$ cat src/rtl/blg_pkg.sv
`default_nettype none
// ----------------------------------------------------------------------------
// blg_pkg: battery level gauge shared types and constants
// Field widths, converter and voltage constants, and the sequencer states.
// ----------------------------------------------------------------------------
package blg_pkg;

   // Field widths
   localparam int SAMPLE_W    = 12;
   localparam int CF_W        = 16;
   localparam int CF_FRAC     = 14;
   localparam int SUM_W       = 16;
   localparam int PIN_W       = 12;
   localparam int MV_W        = 14;
   localparam int LEVEL_W     = 7;
   localparam int PROD_W      = SUM_W + PIN_W;
   localparam int LVL_SPAN_W  = 10;

   // Divider: numerator, divisor and step counter widths
   localparam int DIV_W       = PROD_W;
   localparam int DEN_W       = 16;
   localparam int DCNT_W      = $clog2(DIV_W + 1);

   // Converter and voltage constants
   localparam int                ADC_FULL      = 4095;
   localparam logic [PIN_W-1:0]  PIN_FULL_MV   = 12'd3300;
   localparam logic [MV_W-1:0]   LEVEL_LOW_MV  = 14'd3200;
   localparam logic [MV_W-1:0]   LEVEL_HIGH_MV = 14'd4200;
   localparam int                LEVEL_STEP_MV = 10;
   localparam logic [LEVEL_W-1:0] LEVEL_MAX    = 7'd100;
   localparam logic [CF_W-1:0]   CF_RESET      = 16'd16384;

   // Divide by the level step as multiply and shift; exact for spans below 1024
   localparam int LEVEL_SHIFT   = 11;
   localparam int LEVEL_RECIP_W = 8;
   localparam logic [LEVEL_RECIP_W-1:0] LEVEL_RECIP =
      LEVEL_RECIP_W'((2 ** LEVEL_SHIFT + LEVEL_STEP_MV - 1) / LEVEL_STEP_MV);
   localparam int LVL_PROD_W    = LVL_SPAN_W + LEVEL_RECIP_W;

   // Sequencer states
   typedef enum logic [6:0] {
      ST_IDLE    = 7'b000_0001,
      ST_SCALE   = 7'b000_0010,
      ST_BATT    = 7'b000_0100,
      ST_PUSH    = 7'b000_1000,
      ST_SUM     = 7'b001_0000,
      ST_AVG_DIV = 7'b010_0000,
      ST_LEVEL   = 7'b100_0000
   } state_type;

endpackage
`default_nettype wire

$ cat src/rtl/blg_ram.sv
`default_nettype none
// ----------------------------------------------------------------------------
// blg_ram: generic single-port-write, single-port-read RAM
// One write and one registered read per cycle.
// ----------------------------------------------------------------------------
module blg_ram #(
   parameter int DATA_W = 14,
   parameter int DEPTH  = 8,
   parameter int ADDR_W = (DEPTH > 1) ? $clog2(DEPTH) : 1
) (
   input  wire logic              clock,
   input  wire logic              wr_en,
   input  wire logic [ADDR_W-1:0] wr_addr,
   input  wire logic [DATA_W-1:0] wr_data,
   input  wire logic [ADDR_W-1:0] rd_addr,
   output logic      [DATA_W-1:0] rd_data
);

   logic [DATA_W-1:0] mem_ff [DEPTH];
   logic [DATA_W-1:0] rd_data_ff;

   // Write port
   always_ff @(posedge clock) begin
      if (wr_en) begin
         mem_ff[wr_addr] <= wr_data;
      end
   end

   // Registered read port
   always_ff @(posedge clock) begin
      rd_data_ff <= mem_ff[rd_addr];
   end

   assign rd_data = rd_data_ff;

endmodule
`default_nettype wire

$ cat src/rtl/battery_level_gauge.sv
`default_nettype none
// Inside a group the input takes one sample per cycle and stays ready. A sample that closes a
// group holds the input off while the sequencer scales the sum, applies the correction, pushes
// into the ring, reads and sums the filled ring entries, divides for the average, maps the
// level and hands the result over, which waits while the previous result is not taken. Reset
// (synchronous, active high) clears group sum, ring pointer and fill, sets the factor to one;
// ring contents stay.
// ----------------------------------------------------------------------------
// battery_level_gauge: battery voltage and charge level estimator
// Sums groups of converter samples, scales to millivolts, corrects, averages
// a ring of recent voltages and maps the average to a 0..100 percent level.
// ----------------------------------------------------------------------------
module battery_level_gauge #(
   parameter int RING_DEPTH          = 8,
   parameter int SAMPLES_PER_MEASURE = 10
) (
   input  wire logic                           clock,
   input  wire logic                           reset,
   // input channel
   input  wire logic                           req_valid,
   output logic                                req_ready,
   input  wire logic [blg_pkg::SAMPLE_W-1:0]   req_adc_sample,
   // result channel
   output logic                                rsp_valid,
   input  wire logic                           rsp_ready,
   output logic      [blg_pkg::LEVEL_W-1:0]    rsp_level_percent,
   output logic      [blg_pkg::MV_W-1:0]       rsp_average_mv,
   output logic      [blg_pkg::MV_W-1:0]       rsp_battery_mv,
   output logic      [blg_pkg::PIN_W-1:0]      rsp_pin_mv,
   output logic                                rsp_overflow,
   // configuration
   input  wire logic                           csr_wr_en,
   input  wire logic [blg_pkg::CF_W-1:0]       csr_wr_data
);

   import blg_pkg::*;

   localparam int CNT_W  = (SAMPLES_PER_MEASURE > 1) ? $clog2(SAMPLES_PER_MEASURE) : 1;
   localparam int PTR_W  = (RING_DEPTH > 1) ? $clog2(RING_DEPTH) : 1;
   localparam int FILL_W = $clog2(RING_DEPTH + 1);
   localparam int ACC_W  = MV_W + FILL_W;

   // Pin scaling as multiply and shift; the shift of twice the full-sum width keeps
   // the truncated quotient exact for every sum up to full scale
   localparam int     FULL_SUM_I  = ADC_FULL * SAMPLES_PER_MEASURE;
   localparam int     PIN_SHIFT   = 2 * $clog2(FULL_SUM_I + 1);
   localparam longint PIN_RECIP_L = ((longint'(PIN_FULL_MV) << PIN_SHIFT)
                                     + longint'(FULL_SUM_I) - 1) / longint'(FULL_SUM_I);
   localparam int     PIN_RECIP_W = $clog2(PIN_RECIP_L + 1);
   localparam int     PIN_PROD_W  = SUM_W + PIN_RECIP_W;

   localparam logic [CNT_W-1:0]       LAST_CNT  = CNT_W'(SAMPLES_PER_MEASURE - 1);
   localparam logic [PTR_W-1:0]       LAST_PTR  = PTR_W'(RING_DEPTH - 1);
   localparam logic [FILL_W-1:0]      FULL_FILL = FILL_W'(RING_DEPTH);
   localparam logic [SUM_W-1:0]       FULL_SUM  = SUM_W'(FULL_SUM_I);
   localparam logic [PIN_RECIP_W-1:0] PIN_RECIP = PIN_RECIP_W'(PIN_RECIP_L);

   // Control state
   state_type           state_ff, state_in;
   logic [CNT_W-1:0]    cnt_ff, cnt_in;
   logic [SUM_W-1:0]    sum_ff, sum_in;
   logic [PTR_W-1:0]    ptr_ff, ptr_in;
   logic [FILL_W-1:0]   fill_ff, fill_in;
   logic [FILL_W-1:0]   idx_ff, idx_in;
   logic                pend_ff, pend_in;
   logic [CF_W-1:0]     cf_ff, cf_in;
   logic                rsp_valid_ff, rsp_valid_in;
   logic [DCNT_W-1:0]   div_cnt_ff, div_cnt_in;

   // Working payload
   logic [ACC_W-1:0]    acc_ff, acc_in;
   logic [DIV_W-1:0]    div_num_ff, div_num_in;
   logic [DEN_W-1:0]    div_rem_ff, div_rem_in;
   logic [DEN_W-1:0]    div_den_ff, div_den_in;
   logic [PIN_W-1:0]    pin_ff, pin_in;
   logic [MV_W-1:0]     batt_ff, batt_in;
   logic [MV_W-1:0]     avg_ff, avg_in;
   logic                ovf_ff, ovf_in;

   // Result register
   logic [LEVEL_W-1:0]  out_level_ff, out_level_in;
   logic [MV_W-1:0]     out_avg_ff, out_avg_in;
   logic [MV_W-1:0]     out_batt_ff, out_batt_in;
   logic [PIN_W-1:0]    out_pin_ff, out_pin_in;
   logic                out_ovf_ff, out_ovf_in;

   // Datapath nets
   logic                req_beat;
   logic [DEN_W:0]      div_trial;
   logic [DEN_W:0]      div_diff;
   logic                div_ge;
   logic [PIN_PROD_W-1:0] pin_prod;
   logic [PROD_W-1:0]   batt_prod;
   logic [MV_W-1:0]     avg_q;
   logic [MV_W-1:0]     avg_clamped;
   logic [LVL_SPAN_W-1:0] lvl_span;
   logic [LVL_PROD_W-1:0] lvl_prod;
   logic                ram_wr_en;
   logic [MV_W-1:0]     ram_rd_data;

   // Ring of recent battery voltages
   blg_ram #(
      .DATA_W (MV_W),
      .DEPTH  (RING_DEPTH),
      .ADDR_W (PTR_W)
   ) u_ring (
      .clock   (clock),
      .wr_en   (ram_wr_en),
      .wr_addr (ptr_ff),
      .wr_data (batt_ff),
      .rd_addr (idx_ff[PTR_W-1:0]),
      .rd_data (ram_rd_data)
   );

   assign req_ready = (state_ff == ST_IDLE);
   assign req_beat  = req_valid && req_ready;
   assign ram_wr_en = (state_ff == ST_PUSH);

   // Restoring divider step for the average: one quotient bit per cycle
   assign div_trial = {div_rem_ff, div_num_ff[DIV_W-1]};
   assign div_diff  = div_trial - {1'b0, div_den_ff};
   assign div_ge    = (div_trial >= {1'b0, div_den_ff});

   // Group sum to pin millivolts, and correction product
   assign pin_prod  = PIN_PROD_W'(sum_ff) * PIN_PROD_W'(PIN_RECIP);
   assign batt_prod = PROD_W'(pin_ff) * PROD_W'(cf_ff);

   // Clamp the finished average into the level window and scale to percent
   assign avg_q = div_num_ff[MV_W-1:0];
   always_comb begin
      if (avg_ff < LEVEL_LOW_MV) begin
         avg_clamped = LEVEL_LOW_MV;
      end else if (avg_ff > LEVEL_HIGH_MV) begin
         avg_clamped = LEVEL_HIGH_MV;
      end else begin
         avg_clamped = avg_ff;
      end
   end
   assign lvl_span = LVL_SPAN_W'(avg_clamped - LEVEL_LOW_MV);
   assign lvl_prod = LVL_PROD_W'(lvl_span) * LVL_PROD_W'(LEVEL_RECIP);

   // Sequencer
   always_comb begin
      state_in     = state_ff;
      cnt_in       = cnt_ff;
      sum_in       = sum_ff;
      ptr_in       = ptr_ff;
      fill_in      = fill_ff;
      idx_in       = idx_ff;
      pend_in      = 1'b0;
      cf_in        = cf_ff;
      rsp_valid_in = rsp_valid_ff;
      div_cnt_in   = div_cnt_ff;
      acc_in       = acc_ff;
      div_num_in   = div_num_ff;
      div_rem_in   = div_rem_ff;
      div_den_in   = div_den_ff;
      pin_in       = pin_ff;
      batt_in      = batt_ff;
      avg_in       = avg_ff;
      ovf_in       = ovf_ff;
      out_level_in = out_level_ff;
      out_avg_in   = out_avg_ff;
      out_batt_in  = out_batt_ff;
      out_pin_in   = out_pin_ff;
      out_ovf_in   = out_ovf_ff;

      // write the correction factor
      if (csr_wr_en) begin
         cf_in = csr_wr_data;
      end

      // drop the result once taken
      if (rsp_valid_ff && rsp_ready) begin
         rsp_valid_in = 1'b0;
      end

      case (state_ff)
         ST_IDLE: begin
            // accumulate one sample; close the group on the last one
            if (req_beat) begin
               sum_in = sum_ff + SUM_W'(req_adc_sample);
               if (cnt_ff == LAST_CNT) begin
                  cnt_in   = '0;
                  state_in = ST_SCALE;
               end else begin
                  cnt_in = cnt_ff + 1'b1;
               end
            end
         end

         ST_SCALE: begin
            // sum * 3300 / full-scale sum, by reciprocal multiply
            ovf_in   = (sum_ff == FULL_SUM);
            pin_in   = pin_prod[PIN_SHIFT +: PIN_W];
            sum_in   = '0;
            state_in = ST_BATT;
         end

         ST_BATT: begin
            // apply the Q2.14 correction
            batt_in  = batt_prod[PROD_W-1:CF_FRAC];
            state_in = ST_PUSH;
         end

         ST_PUSH: begin
            // push into the ring and advance pointer and fill
            ptr_in = (ptr_ff == LAST_PTR) ? '0 : ptr_ff + 1'b1;
            if (fill_ff != FULL_FILL) begin
               fill_in = fill_ff + 1'b1;
            end
            acc_in   = '0;
            idx_in   = '0;
            state_in = ST_SUM;
         end

         ST_SUM: begin
            // read filled entries one per cycle, add each one in the cycle after its read
            if (idx_ff < fill_ff) begin
               idx_in  = idx_ff + 1'b1;
               pend_in = 1'b1;
            end
            if (pend_ff) begin
               acc_in = acc_ff + ACC_W'(ram_rd_data);
            end
            if (idx_ff == fill_ff && !pend_ff) begin
               div_num_in = DIV_W'(acc_ff) << (DIV_W - ACC_W);
               div_rem_in = '0;
               div_den_in = DEN_W'(fill_ff);
               div_cnt_in = DCNT_W'(ACC_W);
               state_in   = ST_AVG_DIV;
            end
         end

         ST_AVG_DIV: begin
            if (div_cnt_ff != '0) begin
               div_num_in = {div_num_ff[DIV_W-2:0], div_ge};
               div_rem_in = div_ge ? div_diff[DEN_W-1:0] : div_trial[DEN_W-1:0];
               div_cnt_in = div_cnt_ff - 1'b1;
            end else begin
               avg_in   = avg_q;
               state_in = ST_LEVEL;
            end
         end

         ST_LEVEL: begin
            // hold until the output register is free, then hand the result over
            if (!rsp_valid_ff || rsp_ready) begin
               out_level_in = lvl_prod[LEVEL_SHIFT +: LEVEL_W];
               out_avg_in   = avg_ff;
               out_batt_in  = batt_ff;
               out_pin_in   = pin_ff;
               out_ovf_in   = ovf_ff;
               rsp_valid_in = 1'b1;
               state_in     = ST_IDLE;
            end
         end

         default: begin
            state_in = ST_IDLE;
         end
      endcase
   end

   // Control registers
   always_ff @(posedge clock) begin
      if (reset) begin
         state_ff     <= ST_IDLE;
         cnt_ff       <= '0;
         sum_ff       <= '0;
         ptr_ff       <= '0;
         fill_ff      <= '0;
         idx_ff       <= '0;
         pend_ff      <= 1'b0;
         cf_ff        <= CF_RESET;
         rsp_valid_ff <= 1'b0;
         div_cnt_ff   <= '0;
      end else begin
         state_ff     <= state_in;
         cnt_ff       <= cnt_in;
         sum_ff       <= sum_in;
         ptr_ff       <= ptr_in;
         fill_ff      <= fill_in;
         idx_ff       <= idx_in;
         pend_ff      <= pend_in;
         cf_ff        <= cf_in;
         rsp_valid_ff <= rsp_valid_in;
         div_cnt_ff   <= div_cnt_in;
      end
   end

   // Payload registers
   always_ff @(posedge clock) begin
      acc_ff       <= acc_in;
      div_num_ff   <= div_num_in;
      div_rem_ff   <= div_rem_in;
      div_den_ff   <= div_den_in;
      pin_ff       <= pin_in;
      batt_ff      <= batt_in;
      avg_ff       <= avg_in;
      ovf_ff       <= ovf_in;
      out_level_ff <= out_level_in;
      out_avg_ff   <= out_avg_in;
      out_batt_ff  <= out_batt_in;
      out_pin_ff   <= out_pin_in;
      out_ovf_ff   <= out_ovf_in;
   end

   assign rsp_valid         = rsp_valid_ff;
   assign rsp_level_percent = out_level_ff;
   assign rsp_average_mv    = out_avg_ff;
   assign rsp_battery_mv    = out_batt_ff;
   assign rsp_pin_mv        = out_pin_ff;
   assign rsp_overflow      = out_ovf_ff;

   // Checks
   a_fill_bound: assert property (@(posedge clock) disable iff (reset)
      fill_ff <= FULL_FILL)
      else $error("ring fill beyond depth");

   a_level_range: assert property (@(posedge clock) disable iff (reset)
      rsp_valid |-> rsp_level_percent <= LEVEL_MAX)
      else $error("level above 100 percent");

   a_level_top: assert property (@(posedge clock) disable iff (reset)
      rsp_valid && rsp_average_mv >= LEVEL_HIGH_MV |-> rsp_level_percent == LEVEL_MAX)
      else $error("level not full at high average");

   a_ovf_pin: assert property (@(posedge clock) disable iff (reset)
      rsp_valid && rsp_overflow |-> rsp_pin_mv == PIN_FULL_MV)
      else $error("overflow without full-scale pin voltage");

   a_sum_read_bound: assert property (@(posedge clock) disable iff (reset)
      state_ff == ST_SUM |-> idx_ff <= fill_ff)
      else $error("ring read past fill");

endmodule
`default_nettype wire

$ cat config.mk
export PLATFORM = sky130hd
export DESIGN_NAME = battery_level_gauge
export DESIGN_NICKNAME = d
export VERILOG_FILES = /design/src/rtl/blg_pkg.sv /design/src/rtl/blg_ram.sv /design/src/rtl/battery_level_gauge.sv
export SDC_FILE = /design/constraint.sdc
export NUM_CORES = 1
export LEC_CHECK = 0
export BUFFER_PORTS_ARGS = -buffer_cell sky130_fd_sc_hd__buf_2
export CORE_ASPECT_RATIO = 1.75
export CORE_UTILIZATION = 26
export DETAILED_ROUTE_END_ITERATION = 12
export PLACE_DENSITY = 0.51
export SLEW_MARGIN = 15
export SYNTH_ARGS = -nofsm -noshare
export SYNTH_HDL_FRONTEND = slang
export SYNTH_SLANG_ARGS = --single-unit
$ cat constraint.sdc
create_clock -name clock -period 6.7 [get_ports clock]
set_input_delay 1.34 -clock clock [delete_from_list [all_inputs] [get_ports clock]]
set_output_delay 1.34 -clock clock [all_outputs]
set_load 0.02 [all_outputs]
==> results of run 1 <==
## synth_stat cells, drive strengths merged (5+ instances only)
master	instances
xor2	31
nor3b	7
clkbuf	58
nor2b	19
nor3	31
mux2	15
mux4	28
and2	81
inv	406
a211o	5
and3	12
nand3	31
nand4	13
o211ai	9
nand2	246
o31ai	11
nor4	13
a211oi	10
o21bai	5
a31oi	9
a21oi	84
or3	12
dfxtp	75
o21a	12
edfxtp	267
o21ai	41
or2	7
a21o	26
nand2b	13
ha	293
xnor2	45
nand3b	7
fa	236
nor2	98
mux2i	18
## worst min-delay path by stage
stage               slack [ns]                   startpoint                     end  cells after the start
floorplan                 0.40             ovf_ff$_DFFE_PP_  rsp_overflow$_DFFE_PP_                      0
global placement          0.43  div_num_ff[4]$_SDFFCE_PN0P_     avg_ff[4]$_DFFE_PP_                      0
detailed placement        0.42             ovf_ff$_DFFE_PP_  rsp_overflow$_DFFE_PP_                      0
global route              0.46  div_num_ff[4]$_SDFFCE_PN0P_     avg_ff[4]$_DFFE_PP_                      0
finish                    0.42  div_num_ff[8]$_SDFFCE_PN0P_     avg_ff[8]$_DFFE_PP_                      0
CTS                       0.42  div_num_ff[8]$_SDFFCE_PN0P_     avg_ff[8]$_DFFE_PP_                      0
## state kept, by name, indices dropped and copies added, names as in the netlist, 5 cells and up
register           flops
acc_ff                18
avg_ff                14
batt_ff               14
cf_ff                 16
div_cnt_ff             5
div_num_ff            28
div_rem_ff            16
pin_ff                12
rsp_average_mv        14
rsp_battery_mv        14
rsp_level_percent      7
rsp_pin_mv            12
state_ff               7
sum_ff                16
u_ring.mem_ff        112
u_ring.rd_data        14
## power by group through the flow
stage | sequential [mW] | combinational [mW] | clock [mW]
final | 2.40 | 2.86 | 2.03
after global routing | 2.40 | 3.31 | 2.17
after CTS | 2.40 | 2.92 | 2.11
after detailed placement | 2.44 | 2.89 | 0
after global placement | 2.44 | 2.88 | 0
after floorplan | 2.41 | 2.13 | 0
## cell type report
type | count | share of cell area, %
Clock buffer | 41 | 3.31
Clock inverter | 28 | 0.740
Inverter | 406 | 5.24
Multi-Input combinational cell | 1518 | 50.4
Sequential cell | 342 | 32.7
Tap cell | 1309 | 5.63
Timing Repair Buffer | 105 | 2.00
## placed cells by master (no fill, tap or decap), types with 5 or more instances in the layout
master,count
o31ai_1,11
nand2b_1,13
nand3b_1,7
nand4_1,13
ha_1,293
or2_2,6
and3_1,12
o21a_1,12
buf_2,82
xor2_1,31
nor2_1,98
nor3_1,29
or3_1,11
mux2i_1,18
a21o_1,26
nor4_1,9
o211ai_1,9
dfxtp_1,74
xnor2_1,45
fa_1,236
a31oi_1,9
edfxtp_1,267
nand2_1,246
a211o_1,5
buf_4,23
inv_1,404
mux2_2,15
o21ai_0,38
clkbuf_16,38
a211oi_1,9
nand3_1,31
a21oi_1,84
nor2b_1,18
clkinv_2,5
clkinv_1,10
mux4_2,28
and2_1,81
o21bai_1,5
## metal layers
metal  share of wire, %  wire length (um)
met1                 39             24100
met2                 56             34500
met3                2.3              1430
met4                3.1              1890
met5                  0                 0
## stage by stage
| stage | total power [mW] | cells | setup WS (ns) | hold slack, ns | util, % |
|---|---|---|---|---|---|
| 2_1_floorplan | 4.54 | 2328 | 1.17 | 0.400 | - |
| 3_3_place_gp | 5.32 | 3680 | 0.691 | 0.434 | 28.4 |
| 3_5_place_dp | 5.33 | 3680 | 0.575 | 0.415 | 28.4 |
| 4_1_cts | 7.42 | 3749 | 0.513 | 0.423 | 29.6 |
| 5_1_grt | 7.89 | 3749 | 0.189 | 0.460 | 29.6 |
| 6_report | 7.29 | 3749 | 0.568 | 0.421 | 29.6 |
## cells by family (layout without fill, tap and decap cells)
family | after synthesis | after routing | synth area share, %
flops | 342 | 342 | 36.8
compound gates | 242 | 242 | 6.04
mux | 61 | 61 | 3.79
simple gates | 610 | 610 | 11.5
xor+xnor | 76 | 76 | 2.57
fa+ha+maj | 529 | 529 | 32.5
buf+inv | 468 | 580 | 6.80
==> qor.csv, run 1 <==
metric,value,unit
layout-area-overhead-vs-synth,12.5,%
cts-buffers-inserted,38,
cp.required,7.02,ns
fmax,163,MHz
grt_max_degree,51,
netlist-cell-type-count,67,
globalRouteOverflowTotal,0,
end_kind,flop,
globalRouteMet2Util,24.7,%
initial_core_util,26.3,%
number_of_antenna_violations_at_the_first_check_in_global_routing,0,
cts.reportedPaths.clkPinSlew,0.06,ns
path_max_fanout,17,
syn_area_per_cell,11.1,um2
grt.total_usage,12.6,%
post_cts.resized_instances,0,
hold_viol_final,0,
clock_tree.root_cell,clkbuf_16,
powerDensity,251,nW/um2
dp_hpwl,48600,um
regToRegEndpoint,batt_ff[13]$_DFFE_PP_,
min_period_over_period,91.5,%
cts.sinks,342,
critical_path_class,flop to flop,
critical-path-max-stage-delay,0.78,ns
final_layout_size_suffix_gt1_share,9.51,%
remaining_drc_errors,0,
grt.met1_usage,13.5,%
crit_path_frequent_cell,fa_1,
seq_area_frac_synth,36.8,%
groute.layer.met3.usage,1.41,%
cts_tree,done,
hp-class,flop to flop,
worst_pin_slew,1.13,ns
num_vias,16400,
setup_tns,0,ns
total_number_of_yosys_warnings,0,
timing.clock.skew,0.0295,ns
cp-start-kind,flop,
wire_per_inst,16.5,um
synth_seq_cells,342,
path_delay_family,adder cells,
critPathCapture,batt_ff[13]$_DFFE_PP_,
netlist.area_leader.share,31.0,%
switchingPower,2.68,mW
ys_dominant_reg_cell,edfxtp_1,
critical_path.slowest_cell,edfxtp_1,
globalplace.congestion,0.865,
grt_setup_unrepaired,no,
route.final.wire_length,61900,um
detail_route.first_pass.iterations,5,
number_of_global_route_vias_before_repair,17800,
status,finished clean,
clock_path_buffers,3,
num-fill-cells,10200,
cts_htree_levels,2,
clk_latency,0.58,ns
net_sw_share,36.8,%
synth_async_reset_ratio,0,%
grt_first_pass_wirelength,97600,um
grt.busiest_layer,met2,
maxSlewViolCount,0,
dpl-instance-area,27900,um2
syn_inst,2328,
worst_path_arrival,6.45,ns
vdd_ir_drop_max,0.173,mV
cap_violations,0,
io_buffers,82,
ys_top_cells_by_area,"edfxtp_1, fa_1, ha_1",
synth_area_leader_cell,edfxtp_1,
sequential_cell_area,9520,um2
fin_crit,6.13,ns
die-area,101000,um2
number_of_enable_flip_flop_cells_after_synthesis,267,
ant_nets,0,
post_cts_hold_buffer_count,0,
stdcell_area,29100,um2
multi_input_area,14600,um2
reg2reg_slack,0.57,ns
synthesis.nets,2890,
cellInternalPower,4.60,mW
cp_cell_instances,nand2_1 > fa_1 > fa_1 > inv_1 > ha_1 > fa_1 > inv_1 > fa_1 > inv_1 > ha_1 > nand3_1 > nor4_1 > o2111ai_1 > a21oi_1 > o211ai_1 > o21ai_1 > a21oi_1 > xnor2_1,
power.share.clock,27.8,%
power_leakage,12.7,nW
number_of_standard_cell_rows_in_the_floorplan,152,
insertedDiodeCount,0,
sum_of_buffers_and_inverters_on_the_critical_path,3,
finalSetupViolCount,0,
viasPerCell,4.39,
r2r.worst_path.cells,18,
power.share.sequential,32.9,%
die-width,240,um
comb_power_share,39.3,%
dr.first_iter.drc_count,631,
top_level_i_o_count,83,
core_area,98300,um2
cts_setup_buffers,0,
die_h,419,um
mappedNetlistArea,25900,um2
relSlewSlack,24.7,%
timing.critical_path.from,pin_ff[5]$_DFFE_PP_,
regToRegStartpoint,pin_ff[5]$_DFFE_PP_,
timing.critical_path.depth,18,
num-nets-final,2973,
Note: power is estimated with default switching activity, not from simulation.
==> run 2, diff against run 1 <==
--- a/config.mk
+++ b/config.mk
@@ -13,4 +13,5 @@
 export SLEW_MARGIN = 15
 export SYNTH_ARGS = -nofsm -noshare
 export SYNTH_HDL_FRONTEND = slang
+export SYNTH_HIERARCHICAL = 1
 export SYNTH_SLANG_ARGS = --single-unit
==> run 2 against run 1 <==
Clock skew barely moved; final cell count rose by 1.7%; utilization rose by 0.12 points; worst hold slack improved by 0.0021 ns; first-iteration DRC count fell by 7.9%; wire length rose by 3.7%.
==> qor.csv, run 2 <==
metric,value,unit
clock_tree.root_cell,clkbuf_16,
grt.total_usage,12.8,%
route.final.wire_length,64200,um
synth_seq_cells,342,
die_h,422,um
r2r.worst_path.cells,19,
cts-buffers-inserted,40,
top_level_i_o_count,83,
regToRegEndpoint,batt_ff[9]$_DFFE_PP_,
clock_path_buffers,3,
mostFrequentLayoutCells,"inv_1, ha_1, edfxtp_1",
sequential_cell_area,9520,um2
detail_route.first_pass.iterations,4,
status,finished clean,
cts_htree_levels,2,
grt_first_pass_wirelength,103000,um
globalplace.congestion,0.871,
registers.top_by_ff_count,u_ring/mem_ff,
timing.hold.ws,0.423,ns
post_synth_xor_area_fraction,2.77,%
placed_cells_incl_taps,3738,
synthSimpleGateAreaFrac,11.5,%
holdCritStartpoint,ovf_ff$_DFFE_PP_,
num-nets-final,3025,
ant_nets,0,
io_buffers,82,
num-fill-cells,10200,
yosys-mux-area-fraction,4.13,%
min_period_over_period,89.4,%
hold_viol_final,0,
stdcell_area,29600,um2
cts_tree,done,
relSlewSlack,29.7,%
grt_setup_unrepaired,no,
mostFrequentLayoutCell,inv_1,
number_of_antenna_violations_at_the_first_check_in_global_routing,4,
synth_area_leader_cell,edfxtp_1,
netlist.area_leader.share,30.6,%
netlist-cell-type-count,70,
power_leakage,13.1,nW
powerDensity,341,nW/um2
wire_per_inst,16.8,um
mappedNetlistArea,26200,um2
viasPerCell,4.45,
finalSetupViolCount,0,
cap_violations,0,
post_cts_hold_buffer_count,0,
number_of_enable_flip_flop_cells_after_synthesis,267,
globalRouteOverflowTotal,0,
synth_fa_ha_area_share,32.0,%
timing.clock.skew,0.0290,ns
number_of_global_route_vias_before_repair,18700,
cp-start-kind,flop,
hp-class,flop to flop,
post_synth_top_cells,"inv_1, ha_1, edfxtp_1",
dr.first_iter.drc_count,581,
synthesis.nets,2935,
cts_setup_buffers,0,
die-width,242,um
reg2reg_slack,0.71,ns
post-synth-top-count-cell,inv_1,
cts.reportedPaths.clkPinSlew,0.06,ns
total_number_of_yosys_warnings,6,
initial_core_util,26.3,%
dp_hpwl,50900,um
number_of_standard_cell_rows_in_the_floorplan,153,
synth_top_family_by_area,adder cells,
path_max_fanout,17,
remaining_drc_errors,0,
post_cts.resized_instances,0,
vdd_ir_drop_max,0.182,mV
worst_pin_slew,1.05,ns
num_vias,17000,
cp.required,7.02,ns
syn_inst,2373,
synth_compound_area_share,6.46,%
largest_register_ffs,112,
die-area,102000,um2
regToRegStartpoint,pin_ff[8]$_DFFE_PP_,
final_layout_size_suffix_gt1_share,8.58,%
whs_path_depth,0,
grt_max_degree,51,
core_area,99700,um2
biggestRegsByFlops,"u_ring/mem_ff (112), div_num_ff (28), acc_ff (18)",
layout-area-overhead-vs-synth,13.0,%
critical_path_class,flop to flop,
multi_input_area,15000,um2
hold_end,rsp_overflow$_DFFE_PP_,
ys_dominant_reg_cell,edfxtp_1,
end_kind,flop,
post-layout-total-power,10.1,mW
fin_crit,5.99,ns
worst_path_arrival,6.31,ns
syn_area_per_cell,11.1,um2
instances_no_fill,3813,
dpl-instance-area,28300,um2
ys_top_cells_by_area,"edfxtp_1, fa_1, ha_1",
clk_latency,0.57,ns
seq_area_frac_synth,36.3,%
cts.sinks,342,
maxSlewViolCount,0,
setup_tns,0,ns
fmax,167,MHz
synth_async_reset_ratio,0,%
==> run 2: cell types whose count changed in the layout (fill, tap and decap cells not counted), sizes merged, moves of 5 or more <==
cell    before  now
and4         3    8
nor3b        7    2
nand4       13   19
nand3       31   25
a21o        26   34
o31ai       11    5
clkbuf      41   51
a31oi        9   14
buf        105  112
clkinv      19   13
nand2      246  236
o21ai       41   51
xor2        31   39
nor2        98  128
==> run 2: layout make-up <==
type | count | share of cell area, %
Sequential cell | 342 | 32.1
Clock inverter | 22 | 0.819
Tap cell | 1317 | 5.56
Clock buffer | 51 | 3.69
Antenna cell | 2 | 0.0169
Multi-Input combinational cell | 1559 | 50.5
Inverter | 408 | 5.17
Timing Repair Buffer | 112 | 2.15
==> run 2: per-layer routing <==
metal / GRT usage, % / share of wire, % / up-vias
met5: 0 / 0.081 / -
met4: 4.66 / 3.4 / 8
met3: 1.63 / 2.8 / 109
met2: 25.8 / 56 / 242
met1: 13.3 / 37 / 8429
li1: - / - / 8174
==> run 2: metrics by stage <==
stage | utilization, % | setup WS (ns)
5_1_grt | 29.7 | 0.365
3_5_place_dp | 28.4 | 0.643
3_3_place_gp | 28.4 | 0.732
4_1_cts | 29.7 | 0.646
2_1_floorplan | - | 1.39
6_report | 29.7 | 0.708
==> run 2: kinds of logic after synthesis <==
logic type	Yosys count
flops	342
simple gates	622
compound gates	263
fa+ha+maj	529
xor+xnor	83
mux	62
buf+inv	472
==> run 2: worst max path at each step <==
stage / endpoint / cells past startpoint / slack (ns) / from
detailed placement: batt_ff[9]$_DFFE_PP_ / 19 / 0.64 / pin_ff[8]$_DFFE_PP_
global placement: batt_ff[9]$_DFFE_PP_ / 19 / 0.73 / pin_ff[8]$_DFFE_PP_
CTS: batt_ff[9]$_DFFE_PP_ / 19 / 0.65 / pin_ff[8]$_DFFE_PP_
finish: batt_ff[9]$_DFFE_PP_ / 19 / 0.71 / pin_ff[8]$_DFFE_PP_
floorplan: batt_ff[7]$_DFFE_PP_ / 19 / 1.39 / pin_ff[11]$_DFFE_PP_
global route: batt_ff[9]$_DFFE_PP_ / 19 / 0.37 / pin_ff[8]$_DFFE_PP_
==> run 2: worst max-delay path: stages (launching register included) <==
cell      delay [ns]
edfxtp_1        0.65
and2_1          0.30
fa_1            0.54
inv_1           0.05
fa_1            0.47
inv_1           0.05
fa_1            0.50
fa_1            0.55
inv_1           0.06
fa_1            0.53
inv_1           0.04
ha_1            0.31
nand4_1         0.12
a211oi_1        0.06
a21oi_1         0.42
a21boi_0        0.31
a21o_1          0.29
a21bo_2         0.23
a21oi_1         0.18
xnor2_1         0.09
==> run 2: report_power, final <==
part	total (mW)	switching, mW	internal [mW]
logic	5.28	3.17	2.11
registers	2.59	0.127	2.46
clock network	2.24	0.924	1.32
